==> src/rtl/core/cmdtok_pkg.sv <==
// ----------------------------------------------------------------------------
// Command-line tokenizer package
// Shared constants, result records and keyword table for the tokenizer.
// ----------------------------------------------------------------------------
package cmdtok_pkg;

    localparam int MAX_KEYWORD_LEN = 9;
    localparam int POSITION_BITS   = 16;
    localparam int WLEN_BITS       = $clog2(MAX_KEYWORD_LEN + 1);
    localparam int START_W         = 16;
    localparam int NUM_KEYWORDS    = 26;
    localparam int KW_CHARS        = 9;
    localparam int KW_TEXT_W       = KW_CHARS * 8;
    localparam int GROUP_MAX       = 3;
    localparam int QDEPTH          = 4;
    localparam int QA_BITS         = $clog2(QDEPTH);

    localparam logic [POSITION_BITS-1:0] POS_MAX = '1;

    localparam logic KIND_VALUE = 1'b0;
    localparam logic KIND_END   = 1'b1;

    localparam logic [3:0] TT_KEYWORD = 4'd0;
    localparam logic [3:0] TT_IDENT   = 4'd1;
    localparam logic [3:0] TT_STRING  = 4'd2;
    localparam logic [3:0] TT_FLAG    = 4'd3;
    localparam logic [3:0] TT_DOT     = 4'd4;
    localparam logic [3:0] TT_DOTDOT  = 4'd5;
    localparam logic [3:0] TT_SLASH   = 4'd6;
    localparam logic [3:0] TT_WILD    = 4'd7;
    localparam logic [3:0] TT_UNKNOWN = 4'd8;
    localparam logic [3:0] TT_END     = 4'd9;

    localparam logic [7:0] CH_DQUOTE = 8'h22;
    localparam logic [7:0] CH_SQUOTE = 8'h27;
    localparam logic [7:0] CH_BSLASH = 8'h5C;
    localparam logic [7:0] CH_DASH   = 8'h2D;
    localparam logic [7:0] CH_DOT    = 8'h2E;
    localparam logic [7:0] CH_SLASH  = 8'h2F;
    localparam logic [7:0] CH_STAR   = 8'h2A;
    localparam logic [7:0] CH_UNDER  = 8'h5F;

    typedef enum logic [5:0] {
        M_IDLE = 6'b000001,
        M_WORD = 6'b000010,
        M_STR  = 6'b000100,
        M_ESC  = 6'b001000,
        M_FLAG = 6'b010000,
        M_DOT  = 6'b100000
    } t_mode;

    typedef struct packed {
        logic        kind;
        logic [7:0]  value_byte;
        logic [3:0]  token_type;
        logic [15:0] start_pos;
        logic [4:0]  keyword_index;
    } t_result;

    typedef struct packed {
        logic [1:0]                    cnt;
        t_result [GROUP_MAX-1:0]       res;
    } t_group;

    typedef logic [MAX_KEYWORD_LEN-1:0][7:0] t_wbuf;

    typedef struct packed {
        logic [3:0]           len;
        logic [KW_TEXT_W-1:0] text;
    } t_kw;

    typedef struct packed {
        logic       hit;
        logic [4:0] idx;
    } t_kw_hit;

    function automatic t_result mk_value(input logic [7:0] b);
        t_result r;
        r            = '0;
        r.kind       = KIND_VALUE;
        r.value_byte = b;
        return r;
    endfunction

    function automatic t_result mk_end(input logic [3:0] tt, input logic [15:0] start,
                                       input logic [4:0] kwi);
        t_result r;
        r               = '0;
        r.kind          = KIND_END;
        r.token_type    = tt;
        r.start_pos     = start;
        r.keyword_index = kwi;
        return r;
    endfunction

    function automatic logic is_alpha(input logic [7:0] b);
        return (b >= "a" && b <= "z") || (b >= "A" && b <= "Z");
    endfunction

    function automatic logic is_digit(input logic [7:0] b);
        return b >= "0" && b <= "9";
    endfunction

    function automatic logic is_space(input logic [7:0] b);
        return b == " " || (b >= 8'd9 && b <= 8'd13);
    endfunction

    function automatic logic is_word_char(input logic [7:0] b);
        return is_alpha(b) || is_digit(b) || b == CH_UNDER || b == CH_DOT || b == CH_DASH;
    endfunction

    function automatic logic [7:0] to_lower(input logic [7:0] b);
        return (b >= "A" && b <= "Z") ? b + 8'd32 : b;
    endfunction

    // Keyword text is right-justified: the last character sits in the low byte.
    function automatic t_kw kw_entry(input logic [4:0] k);
        t_kw e;
        e = '0;
        case (k)
            5'd0:  begin e.len = 4'd6; e.text = KW_TEXT_W'("change");    end
            5'd1:  begin e.len = 4'd2; e.text = KW_TEXT_W'("go");        end
            5'd2:  begin e.len = 4'd8; e.text = KW_TEXT_W'("navigate");  end
            5'd3:  begin e.len = 4'd5; e.text = KW_TEXT_W'("enter");     end
            5'd4:  begin e.len = 4'd4; e.text = KW_TEXT_W'("copy");      end
            5'd5:  begin e.len = 4'd4; e.text = KW_TEXT_W'("move");      end
            5'd6:  begin e.len = 4'd6; e.text = KW_TEXT_W'("delete");    end
            5'd7:  begin e.len = 4'd6; e.text = KW_TEXT_W'("remove");    end
            5'd8:  begin e.len = 4'd6; e.text = KW_TEXT_W'("rename");    end
            5'd9:  begin e.len = 4'd6; e.text = KW_TEXT_W'("create");    end
            5'd10: begin e.len = 4'd4; e.text = KW_TEXT_W'("make");      end
            5'd11: begin e.len = 4'd4; e.text = KW_TEXT_W'("list");      end
            5'd12: begin e.len = 4'd4; e.text = KW_TEXT_W'("show");      end
            5'd13: begin e.len = 4'd9; e.text = KW_TEXT_W'("directory"); end
            5'd14: begin e.len = 4'd6; e.text = KW_TEXT_W'("folder");    end
            5'd15: begin e.len = 4'd4; e.text = KW_TEXT_W'("file");      end
            5'd16: begin e.len = 4'd5; e.text = KW_TEXT_W'("files");     end
            5'd17: begin e.len = 4'd2; e.text = KW_TEXT_W'("to");        end
            5'd18: begin e.len = 4'd4; e.text = KW_TEXT_W'("into");      end
            5'd19: begin e.len = 4'd4; e.text = KW_TEXT_W'("from");      end
            5'd20: begin e.len = 4'd2; e.text = KW_TEXT_W'("as");        end
            5'd21: begin e.len = 4'd4; e.text = KW_TEXT_W'("back");      end
            5'd22: begin e.len = 4'd4; e.text = KW_TEXT_W'("help");      end
            5'd23: begin e.len = 4'd4; e.text = KW_TEXT_W'("exit");      end
            5'd24: begin e.len = 4'd4; e.text = KW_TEXT_W'("quit");      end
            5'd25: begin e.len = 4'd7; e.text = KW_TEXT_W'("current");   end
            default: e = '0;
        endcase
        return e;
    endfunction

    // Parallel compare of the buffered word against every keyword.
    // The list has no duplicates, so at most one entry hits.
    function automatic t_kw_hit kw_lookup(input t_wbuf wbuf, input logic [WLEN_BITS-1:0] wlen);
        t_kw_hit r;
        t_kw     e;
        logic    eq;
        r = '0;
        for (int k = 0; k < NUM_KEYWORDS; k++) begin
            e  = kw_entry(5'(k));
            eq = (wlen == WLEN_BITS'(e.len)) && (e.len != 4'd0);
            for (int i = 0; i < KW_CHARS; i++) begin
                if (i < int'(e.len)) begin
                    if (wbuf[i] != e.text[(int'(e.len) - 1 - i) * 8 +: 8]) begin
                        eq = 1'b0;
                    end
                end
            end
            if (eq) begin
                r.hit = 1'b1;
                r.idx = 5'(k);
            end
        end
        return r;
    endfunction

endpackage

==> src/rtl/core/cmdtok_front.sv <==
// ----------------------------------------------------------------------------
// Tokenizer front end
// Scanner state machine: classifies each input word and builds the group of
// up to three result records that it causes.
// ----------------------------------------------------------------------------
module cmdtok_front
    import cmdtok_pkg::*;
(
    input  logic       i_clk,
    input  logic       i_rst_n,
    input  logic       i_accept,
    input  logic       i_opcode,
    input  logic [7:0] i_byte_value,
    output t_group     o_group
);

    t_mode                    r_mode,   n_mode;
    logic                     r_dq,     n_dq;
    logic [POSITION_BITS-1:0] r_pos,    n_pos;
    logic [POSITION_BITS-1:0] r_tstart, n_tstart;
    logic [WLEN_BITS-1:0]     r_wlen,   n_wlen;
    logic                     r_tl,     n_tl;
    t_wbuf                    r_wbuf;

    logic [POSITION_BITS-1:0] pos_inc;
    t_kw_hit                  kw;
    logic                     close_valid;
    t_result                  close_rec;
    logic [3:0]               close_type;

    t_group                   grp;
    logic [1:0]               cnt;
    logic                     consumed;
    logic                     close_now;
    logic                     app_en;
    logic                     app_fresh;
    logic [WLEN_BITS-1:0]     base_len;
    logic                     base_tl;
    logic                     wr_en;
    logic [WLEN_BITS-1:0]     wr_sel;
    logic [7:0]               wr_data;
    logic [7:0]               quote_ch;

    assign pos_inc  = (r_pos == POS_MAX) ? POS_MAX : r_pos + 1'b1;
    assign kw       = kw_lookup(r_wbuf, r_wlen);
    assign quote_ch = r_dq ? CH_DQUOTE : CH_SQUOTE;

    // End record for whatever token is open when it is closed early.
    always_comb begin
        close_valid = 1'b1;
        close_type  = TT_IDENT;
        unique case (r_mode)
            M_WORD:        close_type  = (kw.hit && !r_tl) ? TT_KEYWORD : TT_IDENT;
            M_STR, M_ESC:  close_type  = TT_STRING;
            M_FLAG:        close_type  = TT_FLAG;
            M_DOT:         close_type  = TT_DOT;
            M_IDLE:        close_valid = 1'b0;
            default:       close_valid = 1'b0;
        endcase
        close_rec = mk_end(close_type, START_W'(r_tstart),
                           (close_type == TT_KEYWORD) ? kw.idx : 5'd0);
    end

    always_comb begin
        n_mode    = r_mode;
        n_dq      = r_dq;
        n_pos     = r_pos;
        n_tstart  = r_tstart;
        n_wlen    = r_wlen;
        n_tl      = r_tl;
        grp       = '0;
        cnt       = 2'd0;
        consumed  = 1'b0;
        close_now = 1'b0;
        app_en    = 1'b0;
        app_fresh = 1'b0;
        base_len  = r_wlen;
        base_tl   = r_tl;
        wr_en     = 1'b0;
        wr_sel    = r_wlen;
        wr_data   = to_lower(i_byte_value);

        if (i_opcode) begin
            if (close_valid) begin
                grp.res[cnt] = close_rec;
                cnt          = cnt + 2'd1;
            end
            grp.res[cnt] = mk_end(TT_END, START_W'(r_pos), 5'd0);
            cnt          = cnt + 2'd1;
            n_mode       = M_IDLE;
            n_dq         = 1'b0;
            n_pos        = '0;
            n_tstart     = '0;
            n_wlen       = '0;
            n_tl         = 1'b0;
        end else begin
            unique case (r_mode)
                M_WORD: begin
                    if (is_word_char(i_byte_value)) begin
                        app_en       = 1'b1;
                        grp.res[cnt] = mk_value(i_byte_value);
                        cnt          = cnt + 2'd1;
                        consumed     = 1'b1;
                    end else begin
                        close_now = 1'b1;
                    end
                end
                M_STR: begin
                    if (i_byte_value == quote_ch) begin
                        grp.res[cnt] = mk_end(TT_STRING, START_W'(r_tstart), 5'd0);
                        cnt          = cnt + 2'd1;
                        n_mode       = M_IDLE;
                    end else if (i_byte_value == CH_BSLASH) begin
                        n_mode = M_ESC;
                    end else begin
                        grp.res[cnt] = mk_value(i_byte_value);
                        cnt          = cnt + 2'd1;
                    end
                    consumed = 1'b1;
                end
                M_ESC: begin
                    grp.res[cnt] = mk_value(i_byte_value);
                    cnt          = cnt + 2'd1;
                    n_mode       = M_STR;
                    consumed     = 1'b1;
                end
                M_FLAG: begin
                    if (is_alpha(i_byte_value) || is_digit(i_byte_value)
                            || i_byte_value == CH_DASH) begin
                        grp.res[cnt] = mk_value(i_byte_value);
                        cnt          = cnt + 2'd1;
                        consumed     = 1'b1;
                    end else begin
                        close_now = 1'b1;
                    end
                end
                M_DOT: begin
                    if (i_byte_value == CH_DOT) begin
                        grp.res[cnt] = mk_value(i_byte_value);
                        cnt          = cnt + 2'd1;
                        grp.res[cnt] = mk_end(TT_DOTDOT, START_W'(r_tstart), 5'd0);
                        cnt          = cnt + 2'd1;
                        n_mode       = M_IDLE;
                        consumed     = 1'b1;
                    end else begin
                        close_now = 1'b1;
                    end
                end
                M_IDLE: begin
                    n_mode = M_IDLE;
                end
                default: begin
                    n_mode = M_IDLE;
                end
            endcase

            if (close_now) begin
                grp.res[cnt] = close_rec;
                cnt          = cnt + 2'd1;
                n_mode       = M_IDLE;
            end

            // A byte that did not continue the open token starts a new one.
            if (!consumed) begin
                priority if (is_space(i_byte_value)) begin
                    n_mode = M_IDLE;
                end else if (i_byte_value == CH_DQUOTE || i_byte_value == CH_SQUOTE) begin
                    n_mode   = M_STR;
                    n_dq     = (i_byte_value == CH_DQUOTE);
                    n_tstart = pos_inc;
                end else if (i_byte_value == CH_DASH) begin
                    n_tstart     = r_pos;
                    grp.res[cnt] = mk_value(i_byte_value);
                    cnt          = cnt + 2'd1;
                    n_mode       = M_FLAG;
                end else if (i_byte_value == CH_DOT) begin
                    n_tstart     = r_pos;
                    grp.res[cnt] = mk_value(i_byte_value);
                    cnt          = cnt + 2'd1;
                    n_mode       = M_DOT;
                end else if (i_byte_value == CH_SLASH) begin
                    grp.res[cnt] = mk_value(i_byte_value);
                    cnt          = cnt + 2'd1;
                    grp.res[cnt] = mk_end(TT_SLASH, START_W'(r_pos), 5'd0);
                    cnt          = cnt + 2'd1;
                end else if (i_byte_value == CH_STAR) begin
                    grp.res[cnt] = mk_value(i_byte_value);
                    cnt          = cnt + 2'd1;
                    grp.res[cnt] = mk_end(TT_WILD, START_W'(r_pos), 5'd0);
                    cnt          = cnt + 2'd1;
                end else if (is_alpha(i_byte_value) || i_byte_value == CH_UNDER) begin
                    n_tstart     = r_pos;
                    app_en       = 1'b1;
                    app_fresh    = 1'b1;
                    grp.res[cnt] = mk_value(i_byte_value);
                    cnt          = cnt + 2'd1;
                    n_mode       = M_WORD;
                end else begin
                    grp.res[cnt] = mk_value(i_byte_value);
                    cnt          = cnt + 2'd1;
                    grp.res[cnt] = mk_end(TT_UNKNOWN, START_W'(r_pos), 5'd0);
                    cnt          = cnt + 2'd1;
                end
            end

            n_pos = pos_inc;
        end

        // Word buffer append; a word that overflows the buffer is never a keyword.
        if (app_en) begin
            base_len = app_fresh ? '0 : r_wlen;
            base_tl  = app_fresh ? 1'b0 : r_tl;
            n_wlen   = base_len;
            n_tl     = base_tl;
            if (!base_tl) begin
                if (base_len < WLEN_BITS'(MAX_KEYWORD_LEN)) begin
                    wr_en  = 1'b1;
                    wr_sel = base_len;
                    n_wlen = base_len + 1'b1;
                end else begin
                    n_tl = 1'b1;
                end
            end
        end

        grp.cnt = cnt;
    end

    assign o_group = grp;

    always_ff @(posedge i_clk) begin
        if (!i_rst_n) begin
            r_mode   <= M_IDLE;
            r_dq     <= 1'b0;
            r_pos    <= '0;
            r_tstart <= '0;
            r_wlen   <= '0;
            r_tl     <= 1'b0;
        end else if (i_accept) begin
            r_mode   <= n_mode;
            r_dq     <= n_dq;
            r_pos    <= n_pos;
            r_tstart <= n_tstart;
            r_wlen   <= n_wlen;
            r_tl     <= n_tl;
        end
    end

    always_ff @(posedge i_clk) begin
        for (int i = 0; i < MAX_KEYWORD_LEN; i++) begin
            if (i_accept && wr_en && wr_sel == WLEN_BITS'(i)) begin
                r_wbuf[i] <= wr_data;
            end
        end
    end

endmodule

==> src/rtl/core/cmdtok_queue.sv <==
// ----------------------------------------------------------------------------
// Tokenizer group queue
// Short FIFO of result groups between the scanner and the output serializer.
// ----------------------------------------------------------------------------
module cmdtok_queue
    import cmdtok_pkg::*;
(
    input  logic   i_clk,
    input  logic   i_rst_n,
    input  logic   i_push,
    input  t_group i_group,
    input  logic   i_pop,
    output t_group o_head,
    output logic   o_full,
    output logic   o_empty
);

    t_group             r_mem [QDEPTH];
    logic [QA_BITS-1:0] r_wp, n_wp;
    logic [QA_BITS-1:0] r_rp, n_rp;
    logic [QA_BITS:0]   r_cnt, n_cnt;
    logic               do_push;
    logic               do_pop;

    assign o_full  = (r_cnt == (QA_BITS + 1)'(QDEPTH));
    assign o_empty = (r_cnt == '0);
    assign o_head  = r_mem[r_rp];

    assign do_push = i_push && !o_full;
    assign do_pop  = i_pop && !o_empty;

    always_comb begin
        n_wp  = do_push ? r_wp + 1'b1 : r_wp;
        n_rp  = do_pop ? r_rp + 1'b1 : r_rp;
        n_cnt = r_cnt;
        if (do_push && !do_pop) begin
            n_cnt = r_cnt + 1'b1;
        end else if (do_pop && !do_push) begin
            n_cnt = r_cnt - 1'b1;
        end
    end

    always_ff @(posedge i_clk) begin
        if (!i_rst_n) begin
            r_wp  <= '0;
            r_rp  <= '0;
            r_cnt <= '0;
        end else begin
            r_wp  <= n_wp;
            r_rp  <= n_rp;
            r_cnt <= n_cnt;
        end
    end

    always_ff @(posedge i_clk) begin
        if (do_push) begin
            r_mem[r_wp] <= i_group;
        end
    end

endmodule

==> src/rtl/core/cmdtok_back.sv <==
// ----------------------------------------------------------------------------
// Tokenizer back end
// Walks the head group of the queue and presents its records one at a time.
// ----------------------------------------------------------------------------
module cmdtok_back
    import cmdtok_pkg::*;
(
    input  logic        i_clk,
    input  logic        i_rst_n,
    input  t_group      i_head,
    input  logic        i_q_empty,
    input  logic        i_pop,
    output logic        o_q_pop,
    output logic        o_kind,
    output logic [7:0]  o_value_byte,
    output logic [3:0]  o_token_type,
    output logic [15:0] o_start_pos,
    output logic [4:0]  o_keyword_index,
    output logic        o_last
);

    logic [1:0] r_idx, n_idx;
    t_result    rec;
    logic       at_last;
    logic       take;

    assign rec     = i_head.res[r_idx];
    assign at_last = (r_idx == i_head.cnt - 2'd1);
    assign take    = i_pop && !i_q_empty;

    // The group leaves the queue together with its final record.
    assign o_q_pop = take && at_last;

    always_comb begin
        n_idx = r_idx;
        if (take) begin
            n_idx = at_last ? 2'd0 : r_idx + 2'd1;
        end
    end

    always_ff @(posedge i_clk) begin
        if (!i_rst_n) begin
            r_idx <= 2'd0;
        end else begin
            r_idx <= n_idx;
        end
    end

    assign o_kind          = rec.kind;
    assign o_value_byte    = rec.value_byte;
    assign o_token_type    = rec.token_type;
    assign o_start_pos     = rec.start_pos;
    assign o_keyword_index = rec.keyword_index;
    assign o_last          = at_last;

endmodule

==> src/rtl/core/command_line_tokenizer.sv <==
// ----------------------------------------------------------------------------
// Command-line tokenizer
// Splits a byte stream into words, keywords, strings, flags and punctuation.
//
//   Channel  | Handshake          | Words
//   ---------+--------------------+-------------------------------------------
//   input    | push / full        | i_opcode, i_byte_value
//   result   | empty / pop        | o_kind, o_value_byte, o_token_type,
//            |                    | o_start_pos, o_keyword_index, o_last
//
// The scanner takes one input word per cycle while full is low; its records,
// if any (up to three), are queued as one group in a four-group FIFO and leave
// one record per cycle while pop is high. Reset is synchronous and clears the
// scanner state and the FIFO; the keyword buffer is not cleared. full rises
// only when the FIFO holds four groups, so a slow reader stalls the input
// after four queued groups.
// ----------------------------------------------------------------------------
module command_line_tokenizer
    import cmdtok_pkg::*;
(
    input  logic        i_clk,
    input  logic        i_rst_n,
    input  logic        push,
    output logic        full,
    input  logic        i_opcode,
    input  logic [7:0]  i_byte_value,
    output logic        empty,
    input  logic        pop,
    output logic        o_kind,
    output logic [7:0]  o_value_byte,
    output logic [3:0]  o_token_type,
    output logic [15:0] o_start_pos,
    output logic [4:0]  o_keyword_index,
    output logic        o_last
);

    logic   accept;
    t_group front_group;
    t_group head_group;
    logic   q_full;
    logic   q_empty;
    logic   q_pop;

    assign full   = q_full;
    assign empty  = q_empty;
    assign accept = push && !q_full;

    cmdtok_front u_front (
        .i_clk        (i_clk),
        .i_rst_n      (i_rst_n),
        .i_accept     (accept),
        .i_opcode     (i_opcode),
        .i_byte_value (i_byte_value),
        .o_group      (front_group)
    );

    // Items that produce no records never enter the queue.
    cmdtok_queue u_queue (
        .i_clk   (i_clk),
        .i_rst_n (i_rst_n),
        .i_push  (accept && front_group.cnt != 2'd0),
        .i_group (front_group),
        .i_pop   (q_pop),
        .o_head  (head_group),
        .o_full  (q_full),
        .o_empty (q_empty)
    );

    cmdtok_back u_back (
        .i_clk           (i_clk),
        .i_rst_n         (i_rst_n),
        .i_head          (head_group),
        .i_q_empty       (q_empty),
        .i_pop           (pop),
        .o_q_pop         (q_pop),
        .o_kind          (o_kind),
        .o_value_byte    (o_value_byte),
        .o_token_type    (o_token_type),
        .o_start_pos     (o_start_pos),
        .o_keyword_index (o_keyword_index),
        .o_last          (o_last)
    );

endmodule

==> config.mk <==
export PLATFORM = sky130hd
export DESIGN_NAME = command_line_tokenizer
export DESIGN_NICKNAME = d
export VERILOG_FILES = /design/src/rtl/core/cmdtok_pkg.sv /design/src/rtl/core/cmdtok_front.sv /design/src/rtl/core/cmdtok_queue.sv /design/src/rtl/core/cmdtok_back.sv /design/src/rtl/core/command_line_tokenizer.sv
export SDC_FILE = /design/constraint.sdc
export NUM_CORES = 1
export LEC_CHECK = 0
export BUFFER_PORTS_ARGS = -buffer_cell sky130_fd_sc_hd__buf_2
export CAP_MARGIN = 30
export CELL_PAD_IN_SITES_DETAIL_PLACEMENT = 1
export CELL_PAD_IN_SITES_GLOBAL_PLACEMENT = 2
export CORE_UTILIZATION = 36
export DETAILED_ROUTE_END_ITERATION = 16
export HOLD_SLACK_MARGIN = 0.1
export PLACE_DENSITY_LB_ADDON = 0.1
export SYNTH_ARGS = -nofsm -noshare
export SYNTH_HDL_FRONTEND = slang
export SYNTH_HIERARCHICAL = 1
export SYNTH_SLANG_ARGS = --single-unit
==> constraint.sdc <==
create_clock -name i_clk -period 7.65 [get_ports i_clk]
set_input_delay 0.765 -clock i_clk [delete_from_list [all_inputs] [get_ports i_clk]]
set_output_delay 0.765 -clock i_clk [all_outputs]
set_load 0.01 [all_outputs]
==> impl_metrics.tcl, run 1 <==
set metrics [dict create \
    status "finished clean" \
    synth_top_family_by_area "simple AND/OR/NAND/NOR gates" \
    routed_via_density 5.66 \
    layout_min_cycle_time_ps 6340 \
    synth_flop_cell "edfxtp_1" \
    grtUsageTotal 0.205 \
    insertion_delay_ps 640 \
    antenna_left 0 \
    yosys_warnings 6 \
    design.die.area_um2 69400 \
    combinationalPowerShare 0.141 \
    crit_type "in -> reg" \
    rows 95 \
    rsz0062_at_grt "no" \
    wire_per_inst_um 26.5 \
    fin_nets 1787 \
    port_buffers 49 \
    post-cts-setup-buffers 0 \
    numCtsBuffers 59 \
    clkPwrFrac 0.389 \
    async_flop_share 0 \
    antenna_found_initial 3 \
    num_io_pins 50 \
    gp_congestion 0.900 \
    synth_area_um2 24600 \
    ys_types 92 \
    internal_power_uw 5640 \
    dp_hpwl_um 47000 \
    synthCells 1711 \
    critPathMaxFanout 13 \
    placed_cell_area_um2 25800 \
    maxCapViolations 0 \
    synthTopCellsByArea "edfxtp_1 (60%), mux4_2 (9.5%), dfxtp_1 (4.5%)" \
    clock_sinks 543 \
    syn_to_final_growth_pct 13.2 \
    cp-start-kind "input port" \
    synth_top_area_share 0.595 \
    die_h_um 264 \
    drcViolationCount 0 \
    wl_um 71100 \
    ys_seq_area_frac 0.640 \
    hold_viol_final 0 \
    hold_class "reg -> reg" \
    pwr-share-seq 0.470 \
    maxSlewHeadroom 0.336 \
    start_util 0.365 \
    p_per_area_nw_per_um2 271 \
    synth-compound-area-share 0.0874 \
    nFillCells 6734 \
    muxShareOfSynthArea 0.112 \
    cts.htree.levels 2 \
    layout_commonest_cell "edfxtp_1" \
    grt_pass1_vias 15884 \
    synth_xor_xnor_area_share 0.00356 \
    clock_skew_ps 33.6 \
    first_pass_iters 5 \
    final_cell_mix "edfxtp_1 (488), nand2_1 (151), mux4_2 (104)" \
    peakVddDrop_v 0.000225 \
    reg2reg_slack_ps 1800 \
    placed_cells 2565 \
    synthAdderAreaFrac 0.0105 \
    cp.arrival_ps 6900 \
    post_synth.cell_area_avg_um2 14.4 \
    clk_pin_slew_ps 60 \
    dieWidth_um 264 \
    finalSetupTns_ps 0 \
    rr_startpoint "u_front/r_mode[0]" \
    clock_path_buffers 3 \
    first_iter_violations 1129 \
    grt_overflow_total 0 \
    fin_area_um2 27900 \
    cts-root-buf "clkbuf_16" \
    finalCritPeriodShare 0.828 \
    p_sw_uw 1920 \
    layout-drive-gt1-share 0.186 \
    crit_path_start "i_byte_value[5]" \
    final_cell_count_no_fill 2678 \
    worst_setup_path_end_kind "register" \
    vias 15151 \
    worstPathRequired_ps 8220 \
    utilization 0.414 \
    leakage_uw 0.00884 \
    drv_slew 0 \
    synthSimpleGateAreaFrac 0.120 \
    syn_nets 1744 \
    clock.fmax_ghz 0.158 \
    synth_edf_count 488 \
    grt_pass1_wl_um 106000 \
    holdCritStartpoint "u_front/r_dq" \
    tightestPinTransition_ps 997 \
    grt_max_degree 63 \
    ctsHoldBuffers 0 \
    setup_viol 0 \
    cts_resized 0 \
    synth-seq-cells 543 \
    p_sw_frac 0.254 \
    cts_tree "done" \
    yosys.area.top_type "edfxtp_1" \
    core_area_um2 67400 \
]
## sequential cells by signal (all words and copies together), names as in the netlist, named ones only
| register | flops |
|---|---|
| u_queue/r_cnt | 3 |
| u_queue/r_wp | 2 |
| u_front/r_tl | 1 |
| u_front/r_pos | 16 |
| u_queue/r_mem | 416 |
| u_back/r_idx | 2 |
| u_front/r_wlen | 4 |
| u_queue/r_rp | 2 |
| u_front/r_mode | 6 |
| u_front/r_tstart | 16 |
| u_front/r_wbuf | 72 |
| u_front/r_dq | 1 |
## power groups by stage
stage | sequential (uW) | combinational (uW) | clock (uW)
6_report | 3550 | 1070 | 2940
5_1_grt | 3570 | 1150 | 3140
4_1_cts | 3570 | 1080 | 3030
3_5_place_dp | 3630 | 1080 | 0
3_3_place_gp | 3620 | 1070 | 0
2_1_floorplan | 3590 | 700 | 0
## cells by family after synthesis
| group | after synthesis |
|---|---|
| buffers and inverters | 132 |
| and+or+nand+nor | 537 |
| AOI/OAI and AO/OA | 324 |
| muxes | 145 |
| adders and majority gates | 20 |
| xor gates and xnor gates | 10 |
| DFF | 543 |
## metrics by stage
stage                     hold slack, ps  setup WS (ps)  power, uW
after CTS                            477           1350       7680
after detailed placement             472            693       4710
after global routing                 508            719       7860
final                                471           1310       7560
after floorplan                      440            895       4290
after global placement               456            874       4690
## per-layer routing
metal	global-route usage	share of wire	up-vias
li1	-	-	6855
met5	0	0.00031	-
met3	0.0313	0.040	83
met1	0.300	0.48	7943
met4	0.0509	0.021	4
met2	0.319	0.46	266
## cell type report
class | instances | area (um2) | area share
antenna | 2 | 5.00 | 0.000180
clock buffer | 74 | 1590 | 0.0571
clock inverter | 36 | 439 | 0.0158
inverter | 26 | 97.6 | 0.00350
multi-input combinational | 1036 | 8220 | 0.295
sequential | 543 | 15800 | 0.566
tap | 873 | 1090 | 0.0392
timing repair buffer | 88 | 658 | 0.0236
## cells in the mapped netlist (7+ instances only)
cell and number:
buf_8 7, nand2_1 151, mux4_2 104, and4_1 7, inv_1 25, nand2b_1 26
dfxtp_1 55, nor3b_1 7, a31oi_1 12, nor4_1 26, nor3_1 29, nand3_1 35
nand4b_1 8, and2_1 32, and3_1 19, buf_2 27, nor2b_1 15, a21oi_1 88
edfxtp_1 488, or3_1 11, o21ai_1 9, a211oi_1 20, nor2_1 84, o21a_1 8
xnor2_1 8, clkbuf_1 58, nand4bb_1 7, o21ai_0 71, ha_1 19, nand4_1 22
a22o_1 42, o31ai_1 8, mux2i_1 41
## critical path, stage by stage
cell      delay, ps
buf_2           250
clkinv_1        330
ha_1            330
nor3b_1         160
o22a_1          230
o221ai_2        260
a31oi_2         200
or3_1           540
a21oi_1         320
ha_1            280
o21ai_0         160
buf_4           190
ha_1            280
nor2_1           90
mux2i_1         140
o211ai_1         90
a211oi_1        280
o31a_1          290
o21a_1          170
nor2b_1         130
buf_4           160
ha_1            190
inv_1            60
fa_1            370
xor2_1          160
or3_1           300
a21boi_0        160
## worst paths after layout
kind	cells after the start	end
worst max-delay path	27	u_queue/r_cnt[2]
worst min-delay path	2	u_front/r_dq
worst max register to register	22	u_queue/r_cnt[2]
worst min register to register	2	u_front/r_dq
No activity file was read; power rests on OpenSTA's default activity.
==> run 2: changes to the inputs <==
==> constraint.sdc (replaced) <==
create_clock -name i_clk -period 5.71 [get_ports i_clk]
set_input_delay 0.571 -clock i_clk [delete_from_list [all_inputs] [get_ports i_clk]]
set_output_delay 0.571 -clock i_clk [all_outputs]
set_load 0.01 [all_outputs]
==> run 2 against run 1 <==
  * Utilization up 0.50 points
  * Largest power group unchanged
  * Die area did not move
  * Non-clock buffer count grew 57
  * Cell area increased by 1.2%
  * Combinational power rose by 40%
  * Clock-buffer cell count increased by 3
  * Sequential share of layout area down 0.68 points
  * Largest cell class unchanged
  * Worst setup slack got worse by 860 ps
==> impl_metrics.tcl, run 2 (synthesis gave the netlist of run 1 again) <==
set metrics [dict create \
    status "finished clean" \
    cts_tree "done" \
    routed_via_density 5.69 \
    nFillCells 6774 \
    crit_type "in -> reg" \
    final_cell_count_no_fill 2733 \
    start_util 0.365 \
    cts_resized 0 \
    critPathBufInv 2 \
    n_antenna_cell 0 \
    clk_pin_slew_ps 60 \
    gp_congestion 0.880 \
    core_area_um2 67400 \
    worst_setup_path_end_kind "register" \
    layout_commonest_cell "edfxtp_1" \
    rsz0062_at_grt "no" \
    tightestPinTransition_ps 916 \
    layout-drive-gt1-share 0.202 \
    design.die.area_um2 69400 \
    clock_path_buffers 3 \
    clock_sinks 543 \
    grtUsageTotal 0.211 \
    num_io_pins 50 \
    cpMaxStageDelayCell "or4_4" \
    cp-start-kind "input port" \
    grt_overflow_total 0 \
    hold_viol_final 0 \
    numCtsBuffers 59 \
    regArea_um2 15800 \
    multi_input_area_um2 8220 \
    wire_per_inst_um 26.7 \
    cp_top_family "compound AO/OA/AOI/OAI gates" \
    peakVddDrop_v 0.000247 \
    clock_skew_ps 37.3 \
    largest-register "u_queue/r_mem" \
    cp.arrival_ps 5820 \
    rows 95 \
    port_buffers 49 \
    first_iter_violations 1294 \
    wl_um 72900 \
    critPathMaxFanout 5 \
    reg_top3 "u_queue/r_mem: 416 flops, u_front/r_wbuf: 72 flops" \
    utilization 0.419 \
    vias 15546 \
    ctsHoldBuffers 0 \
    antenna_found_initial 1 \
    setup_viol 0 \
    antenna_left 0 \
    first_pass_iters 5 \
    syn_to_final_growth_pct 14.6 \
    fin_nets 1844 \
    cts-root-buf "clkbuf_16" \
    post-cts-setup-buffers 0 \
    crit_chain "buf_2 -> or4_4 -> o22a_1 -> o221ai_2 -> a21boi_1 -> or3_1 -> a21oi_1 -> ha_1 -> o21ai_2 -> ha_1 -> mux2i_1 -> o211ai_1 -> a211oi_1 -> o31a_1 -> o21a_1 -> nor2b_1 -> ha_1 -> inv_1 -> fa_1 -> xor2_1 -> or3_1 -> a21boi_0" \
    leakage_uw 0.00907 \
    dp_hpwl_um 49800 \
    hold_class "in -> reg" \
    clock.fmax_ghz 0.190 \
    grt_pass1_vias 16231 \
    maxCapViolations 0 \
    layout_min_cycle_time_ps 5260 \
    power_uw 9970 \
    grt_max_degree 71 \
    die_h_um 264 \
    dieWidth_um 264 \
    grt_pass1_wl_um 109000 \
    worstPathRequired_ps 6270 \
    placed_cells 2622 \
    maxSlewHeadroom 0.388 \
    insertion_delay_ps 640 \
    drv_slew 0 \
    slowest_delay_ps 590 \
    cpMostUsedCell "ha_1" \
    largest_reg_flops 416 \
    drcViolationCount 0 \
    cts.htree.levels 2 \
    final_cell_mix "edfxtp_1 (488), nand2_1 (151), mux4_2 (104)" \
    p_per_area_nw_per_um2 353 \
    finalCritPeriodShare 0.921 \
]
==> run 2: through the flow <==
stage / hold WS [ps] / setup WS, ps / instance area, um2 / TNS, ps
final: 379 / 452 / 28200 / 0
after global routing: 382 / 112 / 28200 / 0
after CTS: 351 / 468 / 28200 / 0
after detailed placement: 475 / -181 / 26300 / -181
after global placement: 458 / -89.5 / 26300 / -89.5
after floorplan: 440 / 39.7 / 24600 / 0
==> run 2: final timing paths <==
check	slack [ps]	to	depth (start not counted)	from
worst max register to register	480	u_queue/r_cnt[2]	18	u_front/r_mode[1]
worst min register to register	480	u_front/r_dq	2	u_front/r_dq
worst min-delay path	380	u_front/r_wbuf[25]	2	i_byte_value[1]
worst max-delay path	450	u_queue/r_cnt[2]	22	i_byte_value[3]
==> run 2: metal layers <==
metal  wire (um)  vias up  GRT usage
met2       33800      298      0.333
li1            -     6970          -
met5          11        -          0
met1       34600     8179      0.308
met4        1570        2     0.0539
met3        2870       97     0.0253
==> run 2: final cells by class <==
class	count	share of cell area
Clock buffer	77	0.0551
Clock inverter	33	0.0116
Timing Repair Buffer	145	0.0409
Sequential cell	543	0.559
Multi-Input combinational cell	1036	0.291
Inverter	26	0.00346
Tap cell	873	0.0387
==> run 2: report_power, final <==
group	switching, uW	internal, uW
Combinational	889	607
Sequential	105	4650
Clock	1580	2140
